$ cat src/radar_nbf_gate_detector_macros.svh
// ----------------------------------------------------------------------------
// NBF gate detector assertion macros
// Shared concurrent assertion forms used by the detector's RTL.
// ----------------------------------------------------------------------------
`ifndef RADAR_NBF_GATE_DETECTOR_MACROS_SVH
`define RADAR_NBF_GATE_DETECTOR_MACROS_SVH

// Same-cycle implication, disabled during reset.
`define RNBF_ASSERT_IMPLIES(label, clk, rst, ante, cons, msg) \
   label: assert property (@(posedge clk) disable iff (rst) (ante) |-> (cons)) \
      else $error(msg);

// Next-cycle implication, disabled during reset.
`define RNBF_ASSERT_NEXT(label, clk, rst, ante, cons, msg) \
   label: assert property (@(posedge clk) disable iff (rst) (ante) |=> (cons)) \
      else $error(msg);

`endif

$ cat src/rnbf_pkg.sv
// ----------------------------------------------------------------------------
// NBF gate detector package
// Widths, register indexes and shared types of the detector.
// ----------------------------------------------------------------------------
package rnbf_pkg;

   localparam int MAX_WINDOW = 64;
   localparam int SLOT_W     = $clog2(MAX_WINDOW);
   localparam int CNT_W      = $clog2(MAX_WINDOW + 1);
   localparam int SD_W       = 15;
   localparam int SUM_W      = SD_W + SLOT_W;
   localparam int DATA_W     = 16;
   localparam int WLEN_W     = 7;
   localparam int CSR_IDX_W  = 3;

   localparam logic [CSR_IDX_W-1:0] CSR_WINDOW_LENGTH       = 3'd0;
   localparam logic [CSR_IDX_W-1:0] CSR_STD_THRESHOLD       = 3'd1;
   localparam logic [CSR_IDX_W-1:0] CSR_PHASE_THRESHOLD     = 3'd2;
   localparam logic [CSR_IDX_W-1:0] CSR_REFL_THRESHOLD      = 3'd3;
   localparam logic [CSR_IDX_W-1:0] CSR_REFL_FILL_THRESHOLD = 3'd4;
   localparam logic [CSR_IDX_W-1:0] CSR_END_FRACTION        = 3'd5;

   localparam logic [WLEN_W-1:0]        RST_WINDOW_LENGTH       = 7'd8;
   localparam logic [SD_W-1:0]          RST_STD_THRESHOLD       = 15'd480;
   localparam logic signed [DATA_W-1:0] RST_PHASE_THRESHOLD     = 16'sd1600;
   localparam logic signed [DATA_W-1:0] RST_REFL_THRESHOLD      = 16'sd640;
   localparam logic signed [DATA_W-1:0] RST_REFL_FILL_THRESHOLD = 16'sd240;
   localparam logic [DATA_W-1:0]        RST_END_FRACTION        = 16'd63570;

   localparam logic [SD_W-1:0] SD_MAX = '1;

   typedef struct packed {
      logic [SUM_W-1:0] sum;
      logic [CNT_W-1:0] count;
   } win_stat_type;

endpackage

$ cat src/radar_nbf_gate_detector.sv
// ----------------------------------------------------------------------------
// Radar NBF gate detector
// Flags beam-filling range gates along a radial from phase, its standard
// deviation window, reflectivity and the LTAR and DR masks.
// ----------------------------------------------------------------------------
// Usage:
// Gates enter on the req_ channel in order along a radial, one transaction
// per gate; req_first_gate marks the first gate of a new radial and clears
// the window and the detection latch before that gate is processed. Each
// gate yields exactly one rsp_ transaction carrying rsp_nbf_flag.
// The block takes one gate per cycle while the output is not stalled. A gate
// updates the window cell chain in the cycle it is accepted and is held in
// the window stage; its flag is registered in the output register when that
// register is free or being taken, and rsp_valid rises with it. The output
// register and the window stage part the two sides, so a new gate is taken
// while a finished result waits. When rsp_stall is held, the result holds
// and req_stall rises once the window stage is full.
// Configuration is written through csr_we, csr_index and csr_wdata while the
// block is idle; unknown indexes are ignored. Synchronous reset clears the
// window count and sum, the latch and both valid flags, and restores the
// register defaults. No clearing pass is needed after reset.
// ----------------------------------------------------------------------------
`include "radar_nbf_gate_detector_macros.svh"

module radar_nbf_gate_detector
   import rnbf_pkg::*;
(
   input  logic                     clock,
   input  logic                     reset,
   input  logic                     req_valid,
   output logic                     req_stall,
   input  logic                     req_first_gate,
   input  logic signed [DATA_W-1:0] req_refl,
   input  logic                     req_refl_valid,
   input  logic signed [DATA_W-1:0] req_phase,
   input  logic signed [DATA_W-1:0] req_phase_end,
   input  logic [SD_W-1:0]          req_std_phase,
   input  logic                     req_ltar_flag,
   input  logic                     req_dr_flag,
   output logic                     rsp_valid,
   input  logic                     rsp_stall,
   output logic                     rsp_nbf_flag,
   input  logic                     csr_we,
   input  logic [CSR_IDX_W-1:0]     csr_index,
   input  logic [DATA_W-1:0]        csr_wdata
);

   logic [WLEN_W-1:0]        window_length_ff;
   logic [SD_W-1:0]          std_threshold_ff;
   logic signed [DATA_W-1:0] phase_threshold_ff;
   logic signed [DATA_W-1:0] refl_threshold_ff;
   logic signed [DATA_W-1:0] refl_fill_threshold_ff;
   logic [DATA_W-1:0]        end_fraction_ff;

   logic accept;
   logic out_ready;
   logic s1_move;

   win_stat_type stat_next;

   logic                       s1_valid_ff;
   logic                       s1_valid_in;
   logic                       s1_first_ff;
   logic                       s1_refl_ok_ff;
   logic signed [DATA_W-1:0]   s1_refl_ff;
   logic signed [DATA_W-1:0]   s1_phase_ff;
   logic                       s1_sd_nz_ff;
   logic                       s1_ltar_ff;
   logic                       s1_dr_ff;
   win_stat_type               s1_stat_ff;
   logic signed [2*DATA_W:0]   s1_end_prod_ff;
   logic signed [2*DATA_W:0]   end_prod_in;

   logic                       detected_latch_ff;
   logic                       detected_latch_in;
   logic                       rsp_valid_ff;
   logic                       rsp_valid_in;
   logic                       rsp_flag_ff;
   logic                       flag_in;

   logic                       latch_cur;
   logic                       detect;
   logic signed [2*DATA_W:0]   phase_scaled;
   logic [SD_W+CNT_W-1:0]      limit;

   always_ff @(posedge clock) begin
      if (reset) begin
         window_length_ff       <= RST_WINDOW_LENGTH;
         std_threshold_ff       <= RST_STD_THRESHOLD;
         phase_threshold_ff     <= RST_PHASE_THRESHOLD;
         refl_threshold_ff      <= RST_REFL_THRESHOLD;
         refl_fill_threshold_ff <= RST_REFL_FILL_THRESHOLD;
         end_fraction_ff        <= RST_END_FRACTION;
      end else if (csr_we) begin
         case (csr_index)
            CSR_WINDOW_LENGTH: begin
               window_length_ff <= csr_wdata[WLEN_W-1:0];
            end
            CSR_STD_THRESHOLD: begin
               std_threshold_ff <= csr_wdata[SD_W-1:0];
            end
            CSR_PHASE_THRESHOLD: begin
               phase_threshold_ff <= csr_wdata;
            end
            CSR_REFL_THRESHOLD: begin
               refl_threshold_ff <= csr_wdata;
            end
            CSR_REFL_FILL_THRESHOLD: begin
               refl_fill_threshold_ff <= csr_wdata;
            end
            CSR_END_FRACTION: begin
               end_fraction_ff <= csr_wdata;
            end
            default: begin
            end
         endcase
      end
   end

   assign out_ready = !rsp_valid_ff || !rsp_stall;
   assign s1_move   = s1_valid_ff && out_ready;
   assign req_stall = s1_valid_ff && !out_ready;
   assign accept    = req_valid && !req_stall;

   rnbf_window u_window (
      .clock         (clock),
      .reset         (reset),
      .accept        (accept),
      .first_gate    (req_first_gate),
      .std_phase     (req_std_phase),
      .window_length (window_length_ff),
      .stat_next     (stat_next)
   );

   assign end_prod_in = (2*DATA_W+1)'(req_phase_end)
                        * $signed((2*DATA_W+1)'({1'b0, end_fraction_ff}));

   always_comb begin
      if (accept) begin
         s1_valid_in = 1'b1;
      end else if (s1_move) begin
         s1_valid_in = 1'b0;
      end else begin
         s1_valid_in = s1_valid_ff;
      end

      if (s1_move) begin
         rsp_valid_in = 1'b1;
      end else if (rsp_valid_ff && !rsp_stall) begin
         rsp_valid_in = 1'b0;
      end else begin
         rsp_valid_in = rsp_valid_ff;
      end

      latch_cur    = s1_first_ff ? 1'b0 : detected_latch_ff;
      phase_scaled = {s1_phase_ff[DATA_W-1], s1_phase_ff, {DATA_W{1'b0}}};
      limit        = (SD_W+CNT_W)'(std_threshold_ff) * (SD_W+CNT_W)'(s1_stat_ff.count);
      detect       = s1_refl_ok_ff && !latch_cur
                     && (phase_scaled < s1_end_prod_ff)
                     && ((SD_W+CNT_W)'(s1_stat_ff.sum) < limit)
                     && s1_sd_nz_ff
                     && (s1_phase_ff > phase_threshold_ff)
                     && (s1_refl_ff > refl_threshold_ff)
                     && s1_ltar_ff && !s1_dr_ff;
      detected_latch_in = latch_cur || detect;
      flag_in = detect || (s1_refl_ok_ff && detected_latch_in
                           && (s1_refl_ff > refl_fill_threshold_ff));
   end

   always_ff @(posedge clock) begin
      if (reset) begin
         s1_valid_ff       <= 1'b0;
         rsp_valid_ff      <= 1'b0;
         detected_latch_ff <= 1'b0;
      end else begin
         s1_valid_ff  <= s1_valid_in;
         rsp_valid_ff <= rsp_valid_in;
         if (s1_move) begin
            detected_latch_ff <= detected_latch_in;
         end
      end
   end

   always_ff @(posedge clock) begin
      if (accept) begin
         s1_first_ff    <= req_first_gate;
         s1_refl_ok_ff  <= req_refl_valid;
         s1_refl_ff     <= req_refl;
         s1_phase_ff    <= req_phase;
         s1_sd_nz_ff    <= (req_std_phase != '0);
         s1_ltar_ff     <= req_ltar_flag;
         s1_dr_ff       <= req_dr_flag;
         s1_stat_ff     <= stat_next;
         s1_end_prod_ff <= end_prod_in;
      end
      if (s1_move) begin
         rsp_flag_ff <= flag_in;
      end
   end

   assign rsp_valid    = rsp_valid_ff;
   assign rsp_nbf_flag = rsp_flag_ff;

   `RNBF_ASSERT_NEXT(a_flag_sets_latch, clock, reset, s1_move && flag_in, detected_latch_ff, "flagged gate left the detection latch clear")
   `RNBF_ASSERT_IMPLIES(a_count_range, clock, reset, s1_valid_ff, (s1_stat_ff.count != '0) && (s1_stat_ff.count <= CNT_W'(MAX_WINDOW)), "window count out of range")
   `RNBF_ASSERT_IMPLIES(a_sum_bound, clock, reset, s1_valid_ff, (SD_W+CNT_W)'(s1_stat_ff.sum) <= SD_MAX * s1_stat_ff.count, "window sum exceeds its fill")
   `RNBF_ASSERT_IMPLIES(a_accept_drains, clock, reset, accept && s1_valid_ff, s1_move, "transaction accepted over a held window stage")

endmodule

$ cat src/rnbf_cell.sv
// ----------------------------------------------------------------------------
// NBF window cell
// One entry of the phase-std window; loads a new value or takes its
// neighbor's value as the window slides toward the head of the chain.
// ----------------------------------------------------------------------------
module rnbf_cell
   import rnbf_pkg::*;
(
   input  logic            clock,
   input  logic            load_en,
   input  logic            shift_en,
   input  logic [SD_W-1:0] load_value,
   input  logic [SD_W-1:0] shift_value,
   output logic [SD_W-1:0] value
);

   logic [SD_W-1:0] value_ff;
   logic [SD_W-1:0] value_in;

   always_comb begin
      if (load_en) begin
         value_in = load_value;
      end else if (shift_en) begin
         value_in = shift_value;
      end else begin
         value_in = value_ff;
      end
   end

   always_ff @(posedge clock) begin
      value_ff <= value_in;
   end

   assign value = value_ff;

endmodule

$ cat src/rnbf_window.sv
// ----------------------------------------------------------------------------
// NBF sliding window
// Chain of window cells with the running sum and fill count. The oldest
// entry always sits in the head cell, so the value that leaves is a fixed tap.
// ----------------------------------------------------------------------------
module rnbf_window
   import rnbf_pkg::*;
(
   input  logic              clock,
   input  logic              reset,
   input  logic              accept,
   input  logic              first_gate,
   input  logic [SD_W-1:0]   std_phase,
   input  logic [WLEN_W-1:0] window_length,
   output win_stat_type      stat_next
);

   logic [CNT_W-1:0]  count_ff;
   logic [CNT_W-1:0]  count_in;
   logic [SUM_W-1:0]  sum_ff;
   logic [SUM_W-1:0]  sum_in;
   logic [CNT_W-1:0]  len;
   logic [CNT_W-1:0]  count_base;
   logic [SUM_W-1:0]  sum_base;
   logic              drop;
   logic [SLOT_W-1:0] pos;
   logic [SUM_W-1:0]  head_ext;
   logic [SD_W-1:0]   cell_value [MAX_WINDOW];

   always_comb begin
      if (window_length == '0) begin
         len = CNT_W'(1);
      end else if (window_length > WLEN_W'(MAX_WINDOW)) begin
         len = CNT_W'(MAX_WINDOW);
      end else begin
         len = CNT_W'(window_length);
      end
      count_base = first_gate ? '0 : count_ff;
      sum_base   = first_gate ? '0 : sum_ff;
      drop       = (count_base >= len);
      pos        = drop ? SLOT_W'(count_base - CNT_W'(1)) : SLOT_W'(count_base);
      head_ext   = drop ? SUM_W'(cell_value[0]) : '0;
      sum_in     = sum_base - head_ext + SUM_W'(std_phase);
      count_in   = drop ? count_base : count_base + CNT_W'(1);
   end

   genvar i;
   generate
      for (i = 0; i < MAX_WINDOW; i++) begin : g_cell
         logic [SD_W-1:0] neighbor;
         if (i == MAX_WINDOW - 1) begin : g_tail
            assign neighbor = '0;
         end else begin : g_body
            assign neighbor = cell_value[i+1];
         end
         rnbf_cell u_cell (
            .clock       (clock),
            .load_en     (accept && (pos == SLOT_W'(i))),
            .shift_en    (accept && drop),
            .load_value  (std_phase),
            .shift_value (neighbor),
            .value       (cell_value[i])
         );
      end
   endgenerate

   always_ff @(posedge clock) begin
      if (reset) begin
         count_ff <= '0;
         sum_ff   <= '0;
      end else if (accept) begin
         count_ff <= count_in;
         sum_ff   <= sum_in;
      end
   end

   assign stat_next.sum   = sum_in;
   assign stat_next.count = count_in;

endmodule

$ cat config.mk
export PLATFORM = sky130hd
export DESIGN_NAME = radar_nbf_gate_detector
export DESIGN_NICKNAME = d
export VERILOG_FILES = /design/src/rnbf_pkg.sv /design/src/radar_nbf_gate_detector.sv /design/src/rnbf_cell.sv /design/src/rnbf_window.sv
export VERILOG_INCLUDE_DIRS = /design/src /design/src/src
export SDC_FILE = /design/constraint.sdc
export NUM_CORES = 2
export LEC_CHECK = 0
export BUFFER_PORTS_ARGS = -buffer_cell sky130_fd_sc_hd__buf_2
export CAP_MARGIN = 20
export CORE_MARGIN = 4
export CORE_UTILIZATION = 69
export DETAILED_ROUTE_END_ITERATION = 6
export HOLD_SLACK_MARGIN = 0.05
export PLACE_DENSITY = 0.95
export RECOVER_POWER = 100
export SLEW_MARGIN = 40
export SYNTH_ARGS = -nofsm -noshare
export SYNTH_HDL_FRONTEND = slang
export SYNTH_HIERARCHICAL = 1
export SYNTH_SLANG_ARGS = --single-unit
export TNS_END_PERCENT = 10
$ cat constraint.sdc
create_clock -name clock -period 19.5 [get_ports clock]
set_clock_uncertainty 0.2 [all_clocks]
set_input_delay 2.925 -clock clock [delete_from_list [all_inputs] [get_ports clock]]
set_output_delay 2.925 -clock clock [all_outputs]
set_load 0.005 [all_outputs]
After elaboration in Yosys (flattened, before gate mapping)
Index checks and enable logic that the tools add are counted.
{ "totals": {"input_bits": 91, "ff_bits": 1176} }
{ "op_classes": {"eq_ne": 68, "order_cmp": 7, "n_addsub": 4, "multipliers": 2, "muxes": 140, "reduce_logical": 164} }
{ "op_table": {"columns": ["cell", "count"], "rows": [
  ["$mux 15", 129],
  ["$eq 6x6->1 const B", 32],
  ["$reduce_bool 2->1", 66],
  ["$eq 6x5->1 const B", 16],
  ["$logic_and 1x1->1", 79],
  ["$eq 6x4->1 const B", 8],
  ["$gt 16x16->1", 3],
  ["$lt 32x33->1", 1],
  ["$mul 16x17->33", 1],
  ["$mux 7", 4],
  ["$eq 6x3->1 const B", 4],
  ["$lt 21x22->1", 1],
  ["$mul 15x7->22", 1],
  ["$add 21x15->21", 1],
  ["$mux 21", 1],
  ["$sub 21x21->21", 1],
  ["$reduce_bool 15->1", 1],
  ["$eq 6x2->1 const B", 2],
  ["$reduce_and 2->1", 6],
  ["$add 7x1->7 const B", 1],
  ["$ge 7x7->1", 1],
  ["$gt 7x7->1 const B", 1],
  ["$logic_not 7->1", 1],
  ["$eq 3x2->1 const B", 2],
  ["10 further kinds", 22]
]} }

Depth between registers and ports, before layout
{ "logic_depth": {"word_depth": 14, "depth_mapped": 27, "ltp_nobuf": 26} }

Cells and area by module
Netlist, hierarchy kept.
{ "modules_own_cells": {"columns": ["mod", "cells_each", "area_each_um2", "instances"], "rows": [
  ["rnbf_cell", 33, 690.7, 64],
  ["radar_nbf_gate_detector", 2150, 20249.4, 1],
  ["rnbf_window", 594, 4189.0, 1]
]} }

Least setup slack after synthesis
No wires, ideal clock.
{ "synth_timing": {"kind": "input-to-reg", "start": "input port rsp_stall", "end": "register u_window.g_cell[0].u_cell.value_ff[0], enable pin", "n_path_buf": 2, "required_time_ps": 18931, "path_slack_ps": 8381, "t_arrival_ps": 10551, "stages": 7, "path_cell_list": "and3_1 nor2b_1 inv_1 clkbuf_1 clkbuf_1 nor2_1 or2_1"} }
{ "synth_via": {"elab_chain_cells": 8, "elab_cells_between_ends": 9, "classes_between": "reduce/logical (9)"} }
{ "synth_lines": {"columns": ["item", "line_no", "source"], "rows": [
  ["start, declared", "radar_nbf_gate_detector.sv:41", "input logic rsp_stall,"],
  ["$logic_not 1->1 *", "radar_nbf_gate_detector.sv:120", "assign out_ready = !rsp_valid_ff || !rsp_stall;"],
  ["$logic_or 1x1->1 *", "radar_nbf_gate_detector.sv:120", null],
  ["$logic_not 1->1 *", "radar_nbf_gate_detector.sv:122", "assign req_stall = s1_valid_ff && !out_ready;"],
  ["$logic_and 1x1->1 *", "radar_nbf_gate_detector.sv:122", null],
  ["$logic_not 1->1 *", "radar_nbf_gate_detector.sv:123", "assign accept = req_valid && !req_stall;"],
  ["$logic_and 1x1->1 *", "radar_nbf_gate_detector.sv:123", null],
  ["net accept", "radar_nbf_gate_detector.sv:55", "logic accept;"],
  ["$logic_and 1x1->1 (on tied branches)", "rnbf_window.sv:58, rnbf_window.sv:59", null],
  ["$reduce_bool 2->1 (no line) *", null, null],
  ["end signal, assigned", "rnbf_cell.sv:31", "value_ff <= value_in;"],
  ["end, declared", "rnbf_cell.sv:17", "logic [SD_W-1:0] value_ff;"]
]} }
Mark *: on every way through the listed nets, which the timed path passes. The rest lies on a longest branch.
A chain may end at the register's enable or synchronous reset.

Final worst setup path
{ "layout_timing": {"start": "input port rsp_stall", "end": "register u_window.g_cell[7].u_cell.value_ff[3], enable pin"} }
{ "layout_via": {"elab_chain_cells": 8, "elab_cells_between_ends": 9, "classes_between": "reduce/logical (9)"} }
{ "layout_lines": {"columns": ["item", "line_no"], "rows": [
  ["$logic_not 1->1 *", "radar_nbf_gate_detector.sv:120"],
  ["$logic_or 1x1->1 *", "radar_nbf_gate_detector.sv:120"],
  ["$logic_not 1->1 *", "radar_nbf_gate_detector.sv:122"],
  ["$logic_and 1x1->1 *", "radar_nbf_gate_detector.sv:122"],
  ["$logic_not 1->1 *", "radar_nbf_gate_detector.sv:123"],
  ["$logic_and 1x1->1 *", "radar_nbf_gate_detector.sv:123"],
  ["net accept", "radar_nbf_gate_detector.sv:55"],
  ["$logic_and 1x1->1 (on tied branches)", "rnbf_window.sv:58, rnbf_window.sv:59"],
  ["$reduce_bool 2->1 (no line) *", null],
  ["end signal, assigned", "rnbf_cell.sv:31"],
  ["end, declared", "rnbf_cell.sv:17"]
]} }
Marks and branches as above.

==> results.tsv <==
stage	metric	value	unit
status	status	finished with violations	
status	violations	capacitance limit, slew limit	
timing	fin_hold_ws	0.2567	ns
timing	tns	0	ns
placement	dp_hpwl	104800	um
timing	relSlewSlack	-206.6	%
clocking	htreeDepth	3	
setup_path	critPathMostFrequentCell	clkbuf_1	
synthesis	netlist_area	68640	um2
routing	drt_first_pass_iters	6	
setup_path	cp-end-kind	flip-flop	
timing	fin_crit	11.51	ns
synthesis	synth-seq-area-share	49.74	%
clocking	postCtsResizedCells	0	
setup_path	criticalPathCategory	in -> reg	
global_routing	gr-usage-met1	40.09	%
clocking	cts_tree	built	
setup_path	crit_family	buffers and inverters	
routing	drc_errors	0	
hold_path	hold_class	reg -> reg	
global_routing	use_met3	6.219	%
clocking	cts_inserted_buffers	112	
floorplanning	io_pins	94	
setup_path	crit_chain	clkbuf_1, and3_1, nor2b_4, clkbuf_1, inv_1, clkbuf_1, nor4_1, clkbuf_1, or2_0	
global_routing	grt_pass1_vias	43410	
layout	drive_gt1_share	13.47	%
clocking	cts_sinks	1176	
placement	dp_slack	10.18	ns
layout	nets	5577	
global_routing	antenna_found_initial	6	
synthesis	yosysWarnings	6	
timing	hold_viol_final	0	
global_routing	grt_max_degree	110	
floorplanning	fp.dieArea	104600	um2
clocking	clk_pin_slew	0.06	ns
routing	drt_iter0_drc	4791	
synthesis	synthesis.instances	4856	
floorplanning	dieHeight	323.4	um
layout	fill_cells	6190	
floorplanning	die_w	323.4	um
global_routing	grtUsageMet2	55.81	%
layout	areaGrowthSynthToFinish	2.778	%
floorplanning	fp.coreArea	98560	um2
placement	place_area	69540	um2
layout	stdcell_area	70550	um2
synthesis	synth_edf_count	1059	
placement	port_buffers	93	
synthesis	async_reset_ff_share	0	%
timing	finalWorstSetupSlack	7.990	ns
timing	rsz0062_at_grt	false	
timing	post-route-period-util	59.02	%
setup_path	cp.arrival	11.64	ns
routing	vias	41660	
global_routing	grt_usage	32.70	%
placement	place.gp.congestion	0.8982	
setup_path	slowest_stage	clkbuf_1	
routing	viasPerCell	6.587	
timing	fmax	86.88	MHz
timing	setup_viol	0	
layout	seqCellArea	34150	um2
clocking	hold_buffers	0	
power_and_ir_drop	power_density	107.1	nW/um2
synthesis	synth_seq_cells	1176	
clocking	post_cts_buffers	0	
clocking	cts_buffer_depth	3	
floorplanning	initial_core_util	69.64	%
placement	placedCellCount	6108	
global_routing	overflow	0	
routing	wl_per_cell	27.12	um
timing	tightest_slew	4.598	ns
clocking	cts_root_buf	clkbuf_16	
setup_path	worst_setup_path_start_kind	input port	
setup_path	slowest_delay	2.34	ns
global_routing	grt_first_pass_wirelength	260600	um
setup_path	cp.required	19.63	ns
power_and_ir_drop	power.leakage	26.71	nW
synthesis	synth_cell_types	88	
layout	multiInputGateArea	28720	um2
job	cap_violations	8	
layout	finalNonFillerCells	6324	
setup_path	crit_buf_inv	5	
power_and_ir_drop	ir_drop	0.1812	mV
clocking	insertion_delay	0.74	ns
routing	wl	171500	um
timing	maxSlewViolCount	386	
setup_path	crit_path_max_fanout	60	
routing	final_antenna_net_count	0	
synthesis	synth_top_flop_cell	edfxtp_1	
global_routing	top_usage_layer	met2	
floorplanning	rows	115	
synthesis	syn_area_per_cell	14.14	um2
## power by group
part / internal, mW / switching, mW
Sequential: 3.08 / 0.0965
Combinational: 0.919 / 1.32
Clock: 1.14 / 0.998
Total: 5.14 / 2.41
## worst min-delay path, cell delays in order, from the launching register on
cell and delay (ns):
dfxtp_1 0.31, nand2_1 0.05, a21oi_1 0.05
## worst paths after layout
| path | startpoint | end | slack, ns | cells past startpoint |
|---|---|---|---|---|
| hold / removal | phase_threshold_ff[3] | phase_threshold_ff[3] | 0.26 | 2 |
| setup reg to reg | s1_valid_ff | u_window/g_cell[7].u_cell/value[3] | 10.05 | 8 |
| setup / recovery | rsp_stall | u_window/g_cell[7].u_cell/value[3] | 7.99 | 9 |
| hold reg to reg | phase_threshold_ff[3] | phase_threshold_ff[3] | 0.26 | 2 |
## registers in the layout (all words and copies together), names as in the netlist
name / flops
u_window/g_cell.u_cell/value: 960
s1_end_prod_ff: 33
s1_stat_ff: 28
u_window/sum_ff: 21
end_fraction_ff: 16
phase_threshold_ff: 16
refl_fill_threshold_ff: 16
refl_threshold_ff: 16
s1_phase_ff: 16
s1_refl_ff: 16
std_threshold_ff: 15
u_window/count_ff: 7
window_length_ff: 7
detected_latch_ff: 1
rsp_nbf_flag: 1
rsp_valid: 1
s1_dr_ff: 1
s1_first_ff: 1
s1_ltar_ff: 1
s1_refl_ok_ff: 1
s1_sd_nz_ff: 1
s1_valid_ff: 1
## cell usage after synthesis (84+ instances only)
cell type  number  area [um2]
mux2_2        384        4324
fa_1          273        5465
a21oi_1       144       720.7
nand2_1       405        1520
nor2_1         84       315.3
edfxtp_1     1059       31800
dfxtp_1       117        2342
and2_1        195        1220
ha_1          277        3466
mux2_4        576        8648
inv_1         418        1569
clkbuf_1      103       386.6
## area by class of cell
cell class              count  area share [%]
clock buffers             142           4.218
multi-input cells        3031           40.71
inverters                 420           2.235
flip-flops and latches   1176           48.40
clock inverters            70          0.7609
diodes                      3         0.01064
repair buffers            195           1.387
well taps                1287           2.283
## stage by stage
step           utilization [%]  power [mW]
3_5_place_dp             70.55       5.470
6_report                 71.58       7.553
4_1_cts                  74.11       7.631
5_1_grt                  71.57       7.909
3_3_place_gp             70.53       5.342
2_1_floorplan                -       4.888
## logic make-up after synthesis
logic type	after synthesis	share of synthesized area, %
buf+inv	663	5.857
compound gates	385	3.801
fa+ha+maj	550	13.01
flops	1176	49.74
xor+xnor	74	0.9442
other cells	1	0.005463
simple gates	1039	7.625
mux	968	19.02
## layout by cell type (no fill, tap or decap), drive strengths merged, types with 7 or more instances in the layout
cell type  count
edfxtp      1059
mux2         960
inv          426
nand2        405
ha           277
fa           273
clkbuf       236
and2         196
a21oi        145
dfxtp        117
buf          101
nor2          84
or2           68
nor3          63
clkinv        58
a21o          56
xnor2         48
o21ai         44
nand2b        43
nor4          39
nand3         35
xor2          26
nand3b        24
nor2b         23
nand4         21
a31oi         20
and3          16
a211oi        16
a2111oi       16
conb          15
o21a           9
o211ai         8
o21bai         8
mux2i          8
a211o          7
## routing by layer
| layer | wire length, um | part of all wire, % | vias up |
|---|---|---|---|
| li1 | - | - | 17450 |
| met1 | 59350 | 35 | 20760 |
| met2 | 84730 | 49 | 2740 |
| met3 | 16830 | 9.8 | 702 |
| met4 | 10590 | 6.2 | 2 |
| met5 | 14 | 0.0082 | - |
Note: power is estimated with default switching activity, not from simulation.
